## config.mk

```make
export PLATFORM = sky130hd
export DESIGN_NAME = oahi_fifo
export DESIGN_NICKNAME = d
export VERILOG_FILES = /design/src/design/open_addressing_hash_insert_defines.svh /design/src/design/oahi_pkg.sv /design/src/design/oahi_fifo.sv
export SDC_FILE = /design/constraint.sdc
export NUM_CORES = 1
export LEC_CHECK = 0
export ABC_AREA = 1
export BUFFER_PORTS_ARGS = -buffer_cell sky130_fd_sc_hd__buf_2
export CORE_UTILIZATION = 30
export CTS_CLUSTER_SIZE = 28
export DETAILED_ROUTE_END_ITERATION = 8
export GPL_TIMING_DRIVEN = 1
export HOLD_SLACK_MARGIN = 0.08
export SYNTH_ARGS = -nofsm -noshare
export SYNTH_HDL_FRONTEND = slang
export SYNTH_SLANG_ARGS = --single-unit
```

## constraint.sdc

```tcl
create_clock -name i_clk -period 2.8 [get_ports i_clk]
set_input_delay 0.56 -clock i_clk [delete_from_list [all_inputs] [get_ports i_clk]]
set_output_delay 0.56 -clock i_clk [all_outputs]
set_load 0.03 [all_outputs]
```

## src/design/open_addressing_hash_insert_defines.svh

```systemverilog
// assertion macros for the open addressing hash insert block
// used by the top level only; no other dependencies
`ifndef OPEN_ADDRESSING_HASH_INSERT_DEFINES_SVH
`define OPEN_ADDRESSING_HASH_INSERT_DEFINES_SVH

// same-cycle implication, disabled during reset
`define OAHI_ASSERT_IMP(lbl, clk, rstn, ante, cons, msg) \
    lbl: assert property (@(posedge clk) disable iff (!(rstn)) (ante) |-> (cons)) \
        else $error(msg);

// next-cycle implication, disabled during reset
`define OAHI_ASSERT_NXT(lbl, clk, rstn, ante, cons, msg) \
    lbl: assert property (@(posedge clk) disable iff (!(rstn)) (ante) |=> (cons)) \
        else $error(msg);

`endif

```

## src/design/oahi_pkg.sv

```systemverilog
// shared constants, types and helpers of the hash insert block
// no dependencies
package oahi_pkg;

    localparam int TABLE_DEPTH = 1024;
    localparam int SLOT_W      = $clog2(TABLE_DEPTH);
    localparam int SIZE_W      = SLOT_W + 1;
    localparam int BANK_AW     = SLOT_W + 1;
    localparam int PROBE_W     = SIZE_W + 1;
    localparam int HASH_W      = 32;
    localparam int KEY_W       = 8;
    localparam int COLL_W      = 10;
    localparam int FILL_W      = 8;
    localparam int ENTRY_W     = HASH_W + 1;
    localparam int QUEUE_DEPTH = 2;
    localparam int QPTR_W      = $clog2(QUEUE_DEPTH);
    localparam int DIV_STEP    = 4;
    localparam int DIV_CYC     = HASH_W / DIV_STEP;
    localparam int DIVCNT_W    = $clog2(DIV_CYC);

    localparam logic [HASH_W-1:0] HASH_START  = 32'd5381;
    localparam logic [SIZE_W-1:0] RESET_SLOTS = 11'd64;
    localparam logic [FILL_W-1:0] RESET_FILL  = 8'd192;
    localparam logic [SIZE_W-1:0] DEPTH_SIZE  = SIZE_W'(TABLE_DEPTH);
    localparam logic [COLL_W-1:0] COLL_MAX    = {COLL_W{1'b1}};

    // register indexes
    localparam logic REG_SLOTS = 1'b0;
    localparam logic REG_FILL  = 1'b1;

    typedef struct packed {
        logic              reinit;
        logic [SIZE_W-1:0] init_slots;
        logic [FILL_W-1:0] max_fill;
    } t_cfg;

    typedef struct packed {
        logic clearing;
        logic growing;
    } t_stat;

    function automatic logic [HASH_W-1:0] magnitude(input logic [HASH_W-1:0] x);
        return x[HASH_W-1] ? (~x + HASH_W'(1)) : x;
    endfunction

endpackage

```

## src/design/oahi_fifo.sv

```systemverilog
// short hash queue between front and back
// depends on oahi_pkg
module oahi_fifo (
    input  logic                       i_clk,
    input  logic                       i_rst_n,
    input  logic                       i_push,
    input  logic [oahi_pkg::HASH_W-1:0] i_data,
    input  logic                       i_pop,
    output logic [oahi_pkg::HASH_W-1:0] o_data,
    output logic                       o_full,
    output logic                       o_empty
);

    logic [oahi_pkg::HASH_W-1:0] r_mem [oahi_pkg::QUEUE_DEPTH];
    logic [oahi_pkg::QPTR_W-1:0] r_wptr;
    logic [oahi_pkg::QPTR_W-1:0] r_rptr;
    logic [oahi_pkg::QPTR_W:0]   r_count;

    assign o_full  = (r_count == (oahi_pkg::QPTR_W + 1)'(oahi_pkg::QUEUE_DEPTH));
    assign o_empty = (r_count == '0);
    assign o_data  = r_mem[r_rptr];

    always_ff @(posedge i_clk) begin
        if (i_push) begin
            r_mem[r_wptr] <= i_data;
        end
        if (!i_rst_n) begin
            r_wptr  <= '0;
            r_rptr  <= '0;
            r_count <= '0;
        end else begin
            if (i_push) begin
                r_wptr <= r_wptr + oahi_pkg::QPTR_W'(1);
            end
            if (i_pop) begin
                r_rptr <= r_rptr + oahi_pkg::QPTR_W'(1);
            end
            if (i_push && !i_pop) begin
                r_count <= r_count + (oahi_pkg::QPTR_W + 1)'(1);
            end else if (i_pop && !i_push) begin
                r_count <= r_count - (oahi_pkg::QPTR_W + 1)'(1);
            end
        end
    end

endmodule

```

==> flow_metrics.env <==
export IMPL_r2r_worst_path_cells=3
export IMPL_place_detailed_hpwl_mm=2.844
export IMPL_synthesis_nets=172
export IMPL_synth_top_family_by_area="multiplexers"
export IMPL_max_cap_violations=0
export IMPL_synth_largest_area_cell="sky130_fd_sc_hd__edfxtp_1"
export IMPL_clock_path_buffers=2
export IMPL_unique_masters_post_synth=14
export IMPL_vert_die_dim_um=96.76
export IMPL_hold_violations=0
export IMPL_hold_path_startpoint="i_data[13]"
export IMPL_place_gp_congestion=0.6318
export IMPL_grt_pass1_wl_mm=6.720
export IMPL_fp_dieArea_um2=9363
export IMPL_largest_fanout_on_the_critical_path=12
export IMPL_synth_simple_gate_area_share_pct=2.787
export IMPL_worstPathArrival_ps=1700
export IMPL_finalInstanceArea_um2=3393
export IMPL_drt_iter0_markers=36
export IMPL_cp_delay_by_family_top="flip-flops"
export IMPL_rr_endpoint="r_mem[1][23]$_DFFE_PP_"
export IMPL_path_clk_slew_ps=70
export IMPL_initial_core_utilization_pct=30.89
export IMPL_grt_max_degree=33
export IMPL_final_layout_size_suffix_gt1_share_pct=55.45
export IMPL_hold_end="r_mem[1][13]$_DFFE_PP_"
export IMPL_finish_net_count=252
export IMPL_track_usage_pct=9.944
export IMPL_drcViolationCount=0
export IMPL_ioPinCount=70
export IMPL_buffer_ports_inserted=69
export IMPL_routed_wl_mm=4.230
export IMPL_cell_count_after_synthesis=135
export IMPL_dpl_cell_area_um2=3154
export IMPL_post_synth_mux_area_share_pct=17.56
export IMPL_post_cts_buffers=0
export IMPL_r2r_setup_slack_ps=1520
export IMPL_synth_area_um2=2694
export IMPL_worst_slew_margin_rel_pct=70.15
export IMPL_post_cts_hold_fix_bufs=0
export IMPL_clkLatencyLatePin_ps=340
export IMPL_fin_crit_ps=2258
export IMPL_htreeDepth=3
export IMPL_cts_tree="done"
export IMPL_status="complete, no violations"
export IMPL_grt_ovfl_total=0
export IMPL_synthXorXnorAreaFrac_pct=0
export IMPL_vdd_drop_max_mv=0.2843
export IMPL_critical_path_class="flop to primary output"
export IMPL_synth_adder_area_share_pct=0.4645
export IMPL_setup_viol=0
export IMPL_startpoint_type="flop"
export IMPL_first_pass_iters=4
export IMPL_fraction_of_post_synthesis_cell_area_in_the_top_cell_type_by_area_pct=71.34
export IMPL_antenna_diode_count=0
export IMPL_clock_skew_final_ps=6.457
export IMPL_route_antenna_remaining_nets=0
export IMPL_max_slew_worst_pin_slew_ps=447.8
export IMPL_syn2layout_area_growth_pct=25.96
export IMPL_yosys_top_cells_area="sky130_fd_sc_hd__edfxtp_1 (71%), sky130_fd_sc_hd__mux2_4 (17%), sky130_fd_sc_hd__dfxtp_1 (3.7%), sky130_fd_sc_hd__buf_12 (2.2%), sky130_fd_sc_hd__nor2_1 (1.3%)"
export IMPL_fmax_mhz=442.9
export IMPL_grt_pass1_vias=1418
export IMPL_fin_tns_setup_ps=0
export IMPL_cts_root_buf="sky130_fd_sc_hd__clkbuf_8"
export IMPL_final_period_utilization_pct=80.64
export IMPL_synth_yosys_seq_area_share_pct=75.06
export IMPL_wl_per_cell_um=12.90
export IMPL_clock_sink_count=69
export IMPL_r2r_start="r_wptr$_SDFFE_PN0P_"
export IMPL_unrepaired_setup_endpoints_after_global_routing="no"
export IMPL_syn_mean_instance_area_um2=19.95
export IMPL_static_leakage_power_nw=1.383
export IMPL_yosys_register_bits=69
export IMPL_avgViaCountPerCell=4.152
export IMPL_cts_buffers_inserted=9
export IMPL_critical_path_max_stage_delay_ps=570
export IMPL_critPathSlowestCell="sky130_fd_sc_hd__dfxtp_2"
export IMPL_critical_path_endpoint_type="primary output"
export IMPL_postCtsResizedCells=0
export IMPL_series_of_cell_instances_along_the_critical_path="buf_4, mux2_4, buf_2"
export IMPL_synth_compound_area_share_pct=0.3716
export IMPL_std_cell_rows=34
export IMPL_die_width_um=96.76
export IMPL_vias=1362
export IMPL_synthesis_yosys_warnings=0
export IMPL_final_max_slew_viol_count=0
export IMPL_initial_antenna_violation_count=0
export IMPL_worst_ep_required_time_ps=2240
export IMPL_hold_depth=1
export IMPL_path_buf_inv=2
export IMPL_min_delay_path_class="input pin to flop"
export IMPL_core_area_um2=8721
export IMPL_power_density_nw_per_um2=728.3
[layout make-up]
type | count | area, um^2
clock buffers | 10 | 127.6
flip-flops and latches | 69 | 2023
inverters | 8 | 30.03
fillers | 823 | 5328
well taps | 108 | 135.1
repair buffers | 73 | 387.9
multi-input cells | 54 | 578.1
clock inverters | 6 | 111.4
[worst max path at each step]
stage | slack, ps | endpoint | start | cells past startpoint
final | 540 | o_data[25] | flop | 3
after global routing | 440 | o_data[3] | flop | 3
after CTS | 480 | o_data[25] | flop | 3
after detailed placement | 870 | o_data[25] | flop | 3
after global placement | 880 | o_data[25] | flop | 3
after floorplan | 430 | r_mem[0][0]$_DFFE_PP_ | i_push | 2
[power by group]
part / internal (mW) / leakage [nW] / switching [mW]
Combinational: 0.127 / 0.624 / 0.181
Clock: 0.591 / 0.116 / 0.360
Sequential: 1.19 / 0.643 / 0.0228
[per-layer routing]
layer / track usage [%] / part of all wire (%) / wire (um) / vias up
li1: - / - / - / 663
met1: 10.37 / 40 / 1698 / 643
met2: 15.71 / 50 / 2106 / 49
met3: 5.058 / 8.4 / 357 / 7
met4: 6.544 / 1.6 / 66 / 0
met5: 0 / 0 / 0 / -
[registers in the layout, indices dropped and copies added (netlist names), named ones only]
signal / cells
r_mem: 64
r_count: 2
r_wptr: 1
r_rptr: 1
[metrics by stage]
| stage | total power [mW] | setup WS (ps) | std cells | utilization [%] | hold WS [ps] |
|---|---|---|---|---|---|
| CTS | 2.511 | 483.4 | 328 | 38.91 | 376.4 |
| global route | 2.579 | 438.1 | 328 | 38.91 | 371.2 |
| detailed placement | 1.551 | 867.8 | 312 | 36.17 | 494.2 |
| global placement | 1.542 | 876.2 | 312 | 36.17 | 477.7 |
| floorplan | 1.462 | 429.1 | 135 | - | 463.5 |
| finish | 2.471 | 542.1 | 328 | 38.91 | 398.5 |
[layout by cell type, fill, tap and decap left out, types with 2 or more instances in the layout]
cell                         n
sky130_fd_sc_hd__mux2_4     30
sky130_fd_sc_hd__buf_2      69
sky130_fd_sc_hd__bufinv_16   3
sky130_fd_sc_hd__nor2_1      8
sky130_fd_sc_hd__inv_1       8
sky130_fd_sc_hd__mux2_2      2
sky130_fd_sc_hd__edfxtp_1   64
sky130_fd_sc_hd__buf_4       3
sky130_fd_sc_hd__dfxtp_1     4
sky130_fd_sc_hd__nand2_1     8
sky130_fd_sc_hd__clkbuf_8    9
[synth_stat cells]
library cell,n
sky130_fd_sc_hd__nand4_1,1
sky130_fd_sc_hd__a21oi_1,1
sky130_fd_sc_hd__inv_1,8
sky130_fd_sc_hd__nor2_1,9
sky130_fd_sc_hd__nand2_1,8
sky130_fd_sc_hd__buf_12,3
sky130_fd_sc_hd__edfxtp_1,64
sky130_fd_sc_hd__buf_6,1
sky130_fd_sc_hd__nand3_1,1
sky130_fd_sc_hd__dfxtp_1,5
sky130_fd_sc_hd__ha_1,1
sky130_fd_sc_hd__o21ai_0,1
sky130_fd_sc_hd__mux2_2,2
sky130_fd_sc_hd__mux2_4,30
[cells by family (layout without fill, tap and decap cells)]
logic type / count (synthesis) / after routing
flops: 69 / 69
buf+inv: 12 / 97
compound gates: 2 / 2
mux: 32 / 32
simple gates: 19 / 19
fa+ha+maj: 1 / 1
Power figures use the tool's default switching activity.
