File: src/design/open_addressing_hash_insert_defines.svh
// assertion macros for the open addressing hash insert block
// used by the top level only; no other dependencies
`ifndef OPEN_ADDRESSING_HASH_INSERT_DEFINES_SVH
`define OPEN_ADDRESSING_HASH_INSERT_DEFINES_SVH

// same-cycle implication, disabled during reset
`define OAHI_ASSERT_IMP(lbl, clk, rstn, ante, cons, msg) \
    lbl: assert property (@(posedge clk) disable iff (!(rstn)) (ante) |-> (cons)) \
        else $error(msg);

// next-cycle implication, disabled during reset
`define OAHI_ASSERT_NXT(lbl, clk, rstn, ante, cons, msg) \
    lbl: assert property (@(posedge clk) disable iff (!(rstn)) (ante) |=> (cons)) \
        else $error(msg);

`endif

File: src/design/oahi_pkg.sv
// shared constants, types and helpers of the hash insert block
// no dependencies
package oahi_pkg;

    localparam int TABLE_DEPTH = 1024;
    localparam int SLOT_W      = $clog2(TABLE_DEPTH);
    localparam int SIZE_W      = SLOT_W + 1;
    localparam int BANK_AW     = SLOT_W + 1;
    localparam int PROBE_W     = SIZE_W + 1;
    localparam int HASH_W      = 32;
    localparam int KEY_W       = 8;
    localparam int COLL_W      = 10;
    localparam int FILL_W      = 8;
    localparam int ENTRY_W     = HASH_W + 1;
    localparam int QUEUE_DEPTH = 2;
    localparam int QPTR_W      = $clog2(QUEUE_DEPTH);
    localparam int DIV_STEP    = 4;
    localparam int DIV_CYC     = HASH_W / DIV_STEP;
    localparam int DIVCNT_W    = $clog2(DIV_CYC);

    localparam logic [HASH_W-1:0] HASH_START  = 32'd5381;
    localparam logic [SIZE_W-1:0] RESET_SLOTS = 11'd64;
    localparam logic [FILL_W-1:0] RESET_FILL  = 8'd192;
    localparam logic [SIZE_W-1:0] DEPTH_SIZE  = SIZE_W'(TABLE_DEPTH);
    localparam logic [COLL_W-1:0] COLL_MAX    = {COLL_W{1'b1}};

    // register indexes
    localparam logic REG_SLOTS = 1'b0;
    localparam logic REG_FILL  = 1'b1;

    typedef struct packed {
        logic              reinit;
        logic [SIZE_W-1:0] init_slots;
        logic [FILL_W-1:0] max_fill;
    } t_cfg;

    typedef struct packed {
        logic clearing;
        logic growing;
    } t_stat;

    function automatic logic [HASH_W-1:0] magnitude(input logic [HASH_W-1:0] x);
        return x[HASH_W-1] ? (~x + HASH_W'(1)) : x;
    endfunction

endpackage

File: src/design/oahi_front.sv
// front end: accepts key bytes and keeps the running djb2 hash
// depends on oahi_pkg; pushes finished hashes into oahi_fifo
module oahi_front (
    input  logic                        i_clk,
    input  logic                        i_rst_n,
    input  logic                        i_valid,
    output logic                        o_ready,
    input  logic signed [oahi_pkg::KEY_W-1:0] i_key_byte,
    input  logic                        i_last_byte,
    input  oahi_pkg::t_stat             i_stat,
    input  logic                        i_q_full,
    output logic                        o_push,
    output logic [oahi_pkg::HASH_W-1:0] o_push_hash
);

    logic [oahi_pkg::HASH_W-1:0] r_hash;
    logic [oahi_pkg::HASH_W-1:0] n_hash;
    logic                        accept;

    assign o_ready = !i_q_full && !i_stat.clearing;
    assign accept  = i_valid && o_ready;

    // times 33 plus the sign-extended byte
    assign n_hash = (r_hash << 5) + r_hash
                  + {{(oahi_pkg::HASH_W - oahi_pkg::KEY_W){i_key_byte[oahi_pkg::KEY_W-1]}},
                     i_key_byte};

    assign o_push      = accept && i_last_byte;
    assign o_push_hash = n_hash;

    always_ff @(posedge i_clk) begin
        if (!i_rst_n) begin
            r_hash <= oahi_pkg::HASH_START;
        end else if (accept) begin
            r_hash <= i_last_byte ? oahi_pkg::HASH_START : n_hash;
        end
    end

endmodule

File: config.mk
export PLATFORM = sky130hd
export DESIGN_NAME = oahi_front
export DESIGN_NICKNAME = d
export VERILOG_FILES = /design/src/design/open_addressing_hash_insert_defines.svh /design/src/design/oahi_pkg.sv /design/src/design/oahi_front.sv
export SDC_FILE = /design/constraint.sdc
export NUM_CORES = 1
export LEC_CHECK = 0
export ABC_AREA = 0
export BUFFER_PORTS_ARGS = -buffer_cell sky130_fd_sc_hd__buf_2
export CAP_MARGIN = 20
export CORE_UTILIZATION = 40
export CTS_CLUSTER_SIZE = 10
export DETAILED_ROUTE_END_ITERATION = 6
export PLACE_DENSITY = 0.68
export SYNTH_ARGS = -nofsm -noshare
export SYNTH_HDL_FRONTEND = slang
export SYNTH_SLANG_ARGS = --single-unit
File: constraint.sdc
create_clock -name i_clk -period 4 [get_ports i_clk]
set_input_delay 0.4 -clock i_clk [delete_from_list [all_inputs] [get_ports i_clk]]
set_output_delay 0.4 -clock i_clk [all_outputs]
set_load 0.01 [all_outputs]
==> impl_metrics.json, run 1 <==
{
  "p_switching_w": 0.000521,
  "place_congestion": 0.927,
  "fin_area_um2": 3880,
  "cp.depth": 12,
  "final_cell_mix": "46 x buf_2, 35 x ha_1, 32 x dfxtp_1, 27 x fa_1, 25 x nand2_1",
  "dr.pass1.iters": 4,
  "fmax_mhz": 261,
  "ctsHoldBuffers": 0,
  "synth-edff-count": 0,
  "syn-num-nets": 448,
  "fin_crit_ns": 3.83,
  "crit_fanout": 5,
  "dieArea_um2": 8870,
  "io_buffers": 47,
  "vdd_drop_max_mv": 0.131,
  "finalSetupViolCount": 0,
  "critical-path-max-stage-delay_ns": 0.44,
  "cts_resized": 0,
  "min_path_cells": 2,
  "powerDensity_nw_per_um2": 317,
  "fillers": 805,
  "critPathTopFamily": "compound AO/OA/AOI/OAI gates",
  "regToRegStartpoint": "r_hash[0]$_SDFFE_PN1P_",
  "final_nets": 496,
  "wl_mm": 8.46,
  "cp_common_cell": "ha_1",
  "antenna_left": 0,
  "cts_tree": "done",
  "hp-class": "primary input to register",
  "worst_ep_arrival_time_ns": 3.43,
  "drtIter0Drc": 160,
  "largest_reg_flops": 32,
  "endpoint_kind": "output pin",
  "power.leakage_nw": 1.77,
  "core.rowCount": 33,
  "seq_area_frac_synth": 0.189,
  "crit_chain": "ha_1 -> ha_1 -> fa_1 -> a211oi_2 -> o21ai_1 -> a31oi_1 -> o21ai_2 -> a221oi_2 -> nand2b_1 -> o21ai_0 -> xor2_1 -> buf_2",
  "initial_core_util": 0.414,
  "finalHoldViolCount": 0,
  "drive_gt1_frac": 0.200,
  "core_um2": 8220,
  "grtUsageTotal": 0.200,
  "seqPwrFrac": 0.279,
  "root_buffer": "clkbuf_8",
  "tns_ns": 0,
  "reg_top3": "r_hash: 32 flops",
  "dpl.hpwl_mm": 6.88,
  "antenna_found_initial": 0,
  "yosys_warnings": 0,
  "finClkSkew_ns": 0.00503,
  "synth_area_per_cell_um2": 9.16,
  "slew_viol_final": 0,
  "fin_crit_sh": 0.957,
  "timing.rr.end": "r_hash[28]$_SDFFE_PN0P_",
  "post_cts_buffers": 0,
  "synth-seq-cells": 32,
  "post-place-ws_ns": 0.105,
  "hp-start": "i_rst_n",
  "syn-cell-area_um2": 3400,
  "crit_buf_inv": 1,
  "clock_latency_ns": 0.29,
  "reg2reg_depth": 11,
  "die_w_um": 94.2,
  "ys_types": 53,
  "regMostFlops": "r_hash",
  "rsz0062_at_grt": "false",
  "worstSetupStartpointType": "register",
  "mostFrequentLayoutCell": "buf_2",
  "synth-main-ff-cell": "dfxtp_1",
  "io_pins": 49,
  "clk_pin_slew_worst_paths_ns": 0.08,
  "cts_buffer_depth": 2,
  "crit_type": "register to output pin",
  "placed_area_um2": 3780,
  "p_clk_frac": 0.216,
  "fin_ws_ns": 0.171,
  "globalRouteOverflowTotal": 0,
  "antenna_cells": 0,
  "grt_pass1_wl_mm": 13.8,
  "grt_pass1_vias": 2819,
  "relSlewSlack": 0.515,
  "p_comb_frac": 0.505,
  "cap_violations": 0,
  "p_total_w": 0.00123,
  "timing.hold.ws_ns": 0.404,
  "clock-sinks": 32,
  "status": "completed",
  "drc_errors": 0,
  "swShare": 0.424,
  "h-tree-depth": 2,
  "required_ns": 3.60,
  "internal_power_w": 0.000709,
  "vias_per_cell": 5.69,
  "hold_end": "r_hash[8]$_SDFFE_PN1P_",
  "async_reset_ff_frac": 0,
  "wl_per_cell_um": 16.1,
  "syn_inst": 371,
  "worstMarginPinSlew_ns": 0.727,
  "flow.area_growth_from_synthesis_pct": 14.3,
  "cpMaxStageDelayCell": "fa_1",
  "numCtsBuffers": 5,
  "reg2reg_slack_ns": 0.84,
  "die_h_um": 94.2,
  "vias": 2989,
  "grt_max_degree": 19
}
==> Yosys cell counts (all sizes together) (2+ instances only) <==
| cell type | count | area, um^2 |
|---|---|---|
| xor2 | 10 | 87.6 |
| nand2 | 25 | 93.8 |
| nor2b | 13 | 83.8 |
| a21o | 12 | 90.1 |
| a221oi | 3 | 45.0 |
| a22o | 14 | 123 |
| nor2 | 17 | 63.8 |
| a22oi | 9 | 67.6 |
| nand2b | 3 | 18.8 |
| ha | 35 | 438 |
| a21boi | 5 | 41.3 |
| buf | 2 | 16.3 |
| inv | 13 | 48.8 |
| nor3 | 4 | 20.0 |
| and2 | 4 | 27.5 |
| o21bai | 6 | 45.0 |
| o22ai | 2 | 12.5 |
| dfxtp | 32 | 641 |
| o21a | 3 | 22.5 |
| clkbuf | 14 | 52.6 |
| o21ai | 18 | 93.8 |
| fa | 27 | 541 |
| a31oi | 3 | 18.8 |
| a21oi | 29 | 171 |
| a41oi | 2 | 17.5 |
| o31ai | 2 | 15.0 |
| nand3b | 4 | 30.0 |
| o311a | 3 | 30.0 |
| nand4 | 10 | 62.6 |
| nand3 | 6 | 30.0 |
| or4 | 2 | 15.0 |
| and3 | 5 | 31.3 |
| xnor2 | 21 | 184 |
| a211oi | 3 | 27.5 |
==> area by class of cell <==
| class | instances | area [um^2] | share of cell area |
|---|---|---|---|
| Sequential cell | 32 | 641 | 0.165 |
| Timing Repair Buffer | 57 | 317 | 0.0815 |
| Inverter | 13 | 48.8 | 0.0126 |
| Multi-Input combinational cell | 310 | 2660 | 0.683 |
| Clock buffer | 5 | 68.8 | 0.0177 |
| Clock inverter | 3 | 23.8 | 0.00612 |
| Tap cell | 105 | 131 | 0.0338 |
==> worst register-to-register path, delay by kind of cell (launching register included) <==
family | cells | cell delay (ns)
compound gates | 3 | 0.85
fa+ha+maj | 2 | 0.86
buf+inv | 2 | 0.13
flops | 1 | 0.38
simple gates | 4 | 0.89
==> metal layers <==
layer	global-route usage	share of wire	wire length [um]	vias to the layer above
met5	0	0	0	-
met2	0.330	0.47	4000	75
met3	0.0275	0.049	413	6
met4	0.0346	0.0067	57	0
met1	0.279	0.47	3990	1448
li1	-	-	-	1460
==> per-stage QoR <==
| stage | std cells | util |
|---|---|---|
| floorplan | 371 | - |
| global placement | 517 | 0.460 |
| detailed placement | 517 | 0.460 |
| CTS | 525 | 0.471 |
| global route | 525 | 0.473 |
| finish | 525 | 0.473 |
==> how the worst max path moves through the flow <==
stage                                 from  slack (ns)              end
finish              r_hash[1]$_SDFFE_PN0P_        0.17  o_push_hash[29]
global route        r_hash[1]$_SDFFE_PN0P_        0.01  o_push_hash[29]
CTS                 r_hash[1]$_SDFFE_PN0P_        0.08  o_push_hash[29]
detailed placement           i_key_byte[7]        0.11  o_push_hash[31]
global placement             i_key_byte[7]        0.14  o_push_hash[31]
floorplan                    i_key_byte[1]        0.81  o_push_hash[29]
==> cell families after synthesis <==
family / count (synthesis) / synth area share
XOR/XNOR: 31 / 0.0799
flip-flops: 32 / 0.189
AND/OR/NAND/NOR: 96 / 0.147
adder cells (fa/ha/maj): 62 / 0.288
AO/OA/AOI/OAI: 121 / 0.262
buffers and inverters: 29 / 0.0346
==> power groups by stage <==
stage	clock network [W]	logic (W)	registers (W)
finish	0.000265	0.000621	0.000344
global placement	0	0.000606	0.000351
floorplan	0	0.000420	0.000346
detailed placement	0	0.000614	0.000351
global route	0.000283	0.000687	0.000345
CTS	0.000269	0.000618	0.000344
No activity file was read; power rests on OpenSTA's default activity.
==> run 2: changes to the inputs <==
--- a/config.mk
+++ b/config.mk
@@ -11,7 +11,8 @@
 export CORE_UTILIZATION = 40
 export CTS_CLUSTER_SIZE = 10
 export DETAILED_ROUTE_END_ITERATION = 6
-export PLACE_DENSITY = 0.68
+export PLACE_DENSITY = 0.59
+export RECOVER_POWER = 50
 export SYNTH_ARGS = -nofsm -noshare
 export SYNTH_HDL_FRONTEND = slang
 export SYNTH_SLANG_ARGS = --single-unit
==> run 2 against run 1 <==
  * Final area is 1.0% lower
  * Count of clock-buffer cells in the layout is 1 higher
  * Critical path type unchanged
  * Clock skew hardly changed
  * Critical path depth stayed put
  * Die area stayed put
  * Routed wire length is 2.3% higher
  * Register-to-register slack hardly changed
  * Final cell count is 0.57% lower
==> impl_metrics.json, run 2 (synthesis results as in run 1) <==
{
  "status": "completed",
  "hp-start": "i_rst_n",
  "wl_met2_mm": 3.85,
  "clock_latency_ns": 0.28,
  "h-tree-depth": 2,
  "core_um2": 8220,
  "cts_buffer_depth": 2,
  "flow.area_growth_from_synthesis_pct": 13.1,
  "antenna_left": 0,
  "min_path_cells": 2,
  "routed-wl-met3_um": 543,
  "root_buffer": "clkbuf_8",
  "globalRouteOverflowTotal": 0,
  "fmax_mhz": 264,
  "mostFrequentLayoutCell": "buf_2",
  "worstMarginPinSlew_ns": 0.770,
  "reg2reg_depth": 11,
  "endpoint_kind": "output pin",
  "hp-class": "primary input to register",
  "place_congestion": 0.891,
  "grt_max_degree": 19,
  "clk_pin_slew_worst_paths_ns": 0.07,
  "cts_tree": "done",
  "wl_mm": 8.65,
  "final_cell_mix": "37 x buf_2, 35 x ha_1, 32 x dfxtp_1, 27 x fa_1",
  "vias": 2983,
  "multi_input_area_um2": 2640,
  "drc_errors": 0,
  "grt_pass1_vias": 2897,
  "drtIter0Drc": 172,
  "die_h_um": 94.2,
  "met1_length_mm": 4.12,
  "io_buffers": 47,
  "powerDensity_nw_per_um2": 318,
  "antenna_found_initial": 0,
  "finalSetupViolCount": 0,
  "io_pins": 49,
  "wl_per_cell_um": 16.6,
  "finClkSkew_ns": 0.00540,
  "antenna_cells": 0,
  "cap_violations": 0,
  "dieArea_um2": 8870,
  "routed.top_layer": "met4",
  "crit_type": "register to output pin",
  "grtUsageTotal": 0.210,
  "regMostFlops": "r_hash",
  "rsz0062_at_grt": "false",
  "power.leakage_nw": 1.74,
  "fin_crit_ns": 3.78,
  "dr.pass1.iters": 4,
  "worst_ep_arrival_time_ns": 3.38,
  "timing.rr.end": "r_hash[28]$_SDFFE_PN0P_",
  "crit_fanout": 5,
  "regToRegStartpoint": "r_hash[0]$_SDFFE_PN1P_",
  "grt_pass1_wl_mm": 14.5,
  "drive_gt1_frac": 0.163,
  "relSlewSlack": 0.485,
  "hold_end": "r_hash[12]$_SDFFE_PN1P_",
  "finalHoldViolCount": 0,
  "core.rowCount": 33,
  "vias_per_cell": 5.71,
  "tns_ns": 0,
  "initial_core_util": 0.414,
  "slew_viol_final": 0,
  "fin_cells": 522,
  "die_w_um": 94.2,
  "vdd_drop_max_mv": 0.173,
  "worstSetupStartpointType": "register",
  "dpl.hpwl_mm": 6.98,
  "dp.cells": 514,
  "ff_latch_area_um2": 641,
  "final_nets": 493,
  "numCtsBuffers": 5,
  "clock-sinks": 32,
  "reg_top3": "r_hash: 32 flops",
  "fin_crit_sh": 0.945,
  "fillers": 828,
  "required_ns": 3.60,
  "largest_reg_flops": 32,
  "reg2reg_slack_ns": 0.85
}
run 2: changes by cell type in the layout (fill, tap and decap cells not counted), sizes merged:
cell	previous run	this run
buf	56	44
clkbuf	6	16
clkinvlp	2	0
clkinv	1	2
run 2: cell type report:
| type | instances | share of cell area |
|---|---|---|
| clock buffer | 6 | 0.0215 |
| clock inverter | 2 | 0.00260 |
| inverter | 13 | 0.0127 |
| multi-input combinational | 310 | 0.688 |
| sequential | 32 | 0.167 |
| tap | 105 | 0.0342 |
| timing repair buffer | 54 | 0.0748 |
run 2: worst max path at each step:
stage,from,to,depth (start not counted)
3_5_place_dp,i_key_byte[7],o_push_hash[29],13
5_1_grt,r_hash[1]$_SDFFE_PN0P_,o_push_hash[29],12
6_report,r_hash[1]$_SDFFE_PN0P_,o_push_hash[29],12
2_1_floorplan,i_key_byte[1],o_push_hash[29],11
4_1_cts,r_hash[1]$_SDFFE_PN0P_,o_push_hash[29],12
3_3_place_gp,i_key_byte[7],o_push_hash[29],13
run 2: layer usage:
metal  GRT usage  up-vias
met5           0        -
met4      0.0449        0
met3      0.0267       11
met2       0.329       90
met1       0.305     1429
li1            -     1453
run 2: metrics by stage:
step / area (um^2) / power, W / hold slack, ns / setup WS (ns) / utilization
floorplan: 3400 / 0.000766 / 0.462 / 0.815 / -
global placement: 3770 / 0.000958 / 0.480 / 0.242 / 0.458
detailed placement: 3770 / 0.000966 / 0.481 / 0.235 / 0.458
CTS: 3860 / 0.00124 / 0.427 / 0.0677 / 0.470
global route: 3840 / 0.00131 / 0.444 / 0.00770 / 0.468
finish: 3840 / 0.00122 / 0.431 / 0.219 / 0.468
run 2: timing repair:
item | 4_1_cts | 5_1_grt
gates resized for setup | 0 | 2
setup endpoints to repair | 0 | 3
buffers inserted | 0 | 1
hold buffers | 0 | 0
endpoints found under the hold margin | 0 | 0
run 2: power by group:
part | switching, W | total (W) | internal (W) | leakage (nW)
sequential | 0.0000145 | 0.000344 | 0.000329 | 0.259
clock | 0.000130 | 0.000268 | 0.000137 | 0.0510
combinational | 0.000361 | 0.000611 | 0.000250 | 1.43
run 2: critical path: stages (launching register included):
cell	delay (ns)
dfxtp_1	0.40
ha_1	0.26
ha_1	0.22
fa_1	0.44
a211oi_2	0.30
o21ai_1	0.16
a31oi_1	0.21
o21ai_2	0.16
a221oi_2	0.29
nand2b_1	0.19
o21ai_0	0.11
xor2_1	0.19
buf_2	0.16
==> run 3: changes to the inputs <==
--- a/config.mk
+++ b/config.mk
@@ -9,10 +9,12 @@
 export BUFFER_PORTS_ARGS = -buffer_cell sky130_fd_sc_hd__buf_2
 export CAP_MARGIN = 20
 export CORE_UTILIZATION = 40
+export CTS_CLUSTER_DIAMETER = 200
 export CTS_CLUSTER_SIZE = 10
 export DETAILED_ROUTE_END_ITERATION = 6
 export PLACE_DENSITY = 0.59
 export RECOVER_POWER = 50
+export REMOVE_ABC_BUFFERS = 1
 export SYNTH_ARGS = -nofsm -noshare
 export SYNTH_HDL_FRONTEND = slang
 export SYNTH_SLANG_ARGS = --single-unit
==> run 3 against run 2 <==
  * Critical path depth is 1 lower
  * Sequential power about the same
  * Register-to-register slack about the same
  * Flip-flop and latch count stayed put
  * Non-clock buffer count is 6 higher
  * Power increased by 0.78%
  * Global-route usage rose by 1.1 points
  * Die area stayed put
  * Clock power barely moved
  * Worst setup slack improved by 0.0027 ns
  * Sequential share of layout area decreased by 0.16 points
  * Via count hardly changed
  * Largest cell class unchanged
  * Highest routed layer unchanged
==> impl_metrics.json, run 3 (synthesis results as in run 1) <==
{
  "swShare": 0.427,
  "min_path_cells": 2,
  "dieArea_um2": 8870,
  "cap_violations": 0,
  "vdd_drop_max_mv": 0.134,
  "worstMarginPinSlew_ns": 0.748,
  "hp-class": "primary input to register",
  "seqPwrFrac": 0.279,
  "rsz0062_at_grt": "false",
  "final_nets": 499,
  "reg2reg_slack_ns": 0.84,
  "io_buffers": 47,
  "timing.hold.ws_ns": 0.428,
  "die_w_um": 94.2,
  "critPathTopFamily": "compound AO/OA/AOI/OAI gates",
  "relSlewSlack": 0.502,
  "antenna_found_initial": 0,
  "final_util": 0.472,
  "globalRouteOverflowTotal": 0,
  "power.leakage_nw": 1.75,
  "io_pins": 49,
  "cts_buffer_depth": 2,
  "wl_per_cell_um": 17.0,
  "vias": 2982,
  "crit_type": "register to output pin",
  "regToRegStartpoint": "r_hash[15]$_SDFFE_PN0P_",
  "largest_reg_flops": 32,
  "cp.depth": 11,
  "p_comb_frac": 0.501,
  "h-tree-depth": 2,
  "core.rowCount": 33,
  "timing.rr.end": "r_hash[26]$_SDFFE_PN0P_",
  "tns_ns": 0,
  "fin_crit_ns": 3.78,
  "crit_fanout": 6,
  "antenna_left": 0,
  "dpl.hpwl_mm": 7.25,
  "endpoint_kind": "output pin",
  "place_congestion": 0.905,
  "worst_ep_arrival_time_ns": 3.38,
  "crit_chain": "fa_1 -> ha_1 -> and3_1 -> a221oi_1 -> nor2b_2 -> a211o_2 -> nand4_1 -> a31o_2 -> o21ai_0 -> xor2_1 -> buf_2",
  "mostFrequentLayoutCell": "buf_2",
  "worstSetupStartpointType": "register",
  "reg2reg_depth": 10,
  "status": "completed",
  "wl_mm": 8.97,
  "fin_crit_sh": 0.945,
  "required_ns": 3.60,
  "clk_pin_slew_worst_paths_ns": 0.09,
  "finClkSkew_ns": 0.0110,
  "p_switching_w": 0.000526,
  "final_cell_mix": "36 x buf_2, 35 x ha_1, 32 x dfxtp_1, 27 x fa_1, 25 x nand2_1",
  "clock_latency_ns": 0.30,
  "vias_per_cell": 5.65,
  "grt_max_degree": 19,
  "grt_pass1_vias": 3022,
  "cpMaxStageDelayCell": "fa_1",
  "internal_power_w": 0.000706,
  "regMostFlops": "r_hash",
  "reg_top3": "r_hash: 32 flops",
  "dr.pass1.iters": 4,
  "drc_errors": 0,
  "hp-start": "i_rst_n",
  "grtUsageTotal": 0.221,
  "drtIter0Drc": 129,
  "finalSetupViolCount": 0,
  "die_h_um": 94.2,
  "antenna_cells": 0,
  "root_buffer": "clkbuf_8",
  "hold_end": "r_hash[8]$_SDFFE_PN1P_",
  "fin_area_um2": 3880,
  "numCtsBuffers": 5,
  "clock-sinks": 32,
  "slew_viol_final": 0,
  "crit_buf_inv": 1,
  "grt_pass1_wl_mm": 15.2,
  "core_um2": 8220,
  "cts_tree": "done",
  "powerDensity_nw_per_um2": 317,
  "placed_area_um2": 3790,
  "drive_gt1_frac": 0.175,
  "critical-path-max-stage-delay_ns": 0.46,
  "p_clk_frac": 0.220,
  "fmax_mhz": 265,
  "finalHoldViolCount": 0,
  "flow.area_growth_from_synthesis_pct": 14.2,
  "initial_core_util": 0.414
}
## run 3: power by group through the flow
stage / combinational [W] / sequential (W) / clock (W)
2_1_floorplan: 0.000413 / 0.000346 / 0
3_3_place_gp: 0.000612 / 0.000352 / 0
3_5_place_dp: 0.000618 / 0.000352 / 0
4_1_cts: 0.000623 / 0.000344 / 0.000276
5_1_grt: 0.000688 / 0.000346 / 0.000292
6_report: 0.000617 / 0.000344 / 0.000271
## run 3: what timing repair did
item / in CTS / in global routing
setup buffers: 0 / 1
hold buffers: 0 / 0
resized for setup: 0 / 3
setup endpoints to repair: 0 / 4
## run 3: cell type report
type / count / area [um^2]
clock buffer: 5 / 68.8
tap: 105 / 131
sequential: 32 / 641
timing repair buffer: 60 / 327
clock inverter: 3 / 23.8
multi-input combinational: 310 / 2640
inverter: 13 / 48.8
fill: 825 / 4340
## run 3: how the worst max path moves through the flow
stage                                 from              end  slack (ns)
detailed placement           i_key_byte[7]  o_push_hash[31]        0.11
global route        r_hash[1]$_SDFFE_PN0P_  o_push_hash[29]       0.004
finish              r_hash[4]$_SDFFE_PN0P_  o_push_hash[28]        0.22
floorplan                    i_key_byte[1]  o_push_hash[29]        0.81
CTS                          i_key_byte[7]  o_push_hash[31]         0.1
global placement             i_key_byte[7]  o_push_hash[31]        0.14
## run 3: through the flow
stage	total power (W)	setup slack (ns)	cells
floorplan	0.000759	0.815	355
global placement	0.000964	0.143	519
detailed placement	0.000970	0.109	519
CTS	0.00124	0.0955	527
global route	0.00133	0.00411	528
finish	0.00123	0.221	528
## run 3: metal layers
layer  global-route usage  vias to the layer above  wire length [um]
met1                0.293                     1423              4210
met4               0.0462                        0                99
met2                0.383                       78              4250
met5                    0                        -                 0
li1                     -                     1472                 -
met3               0.0267                        9               419
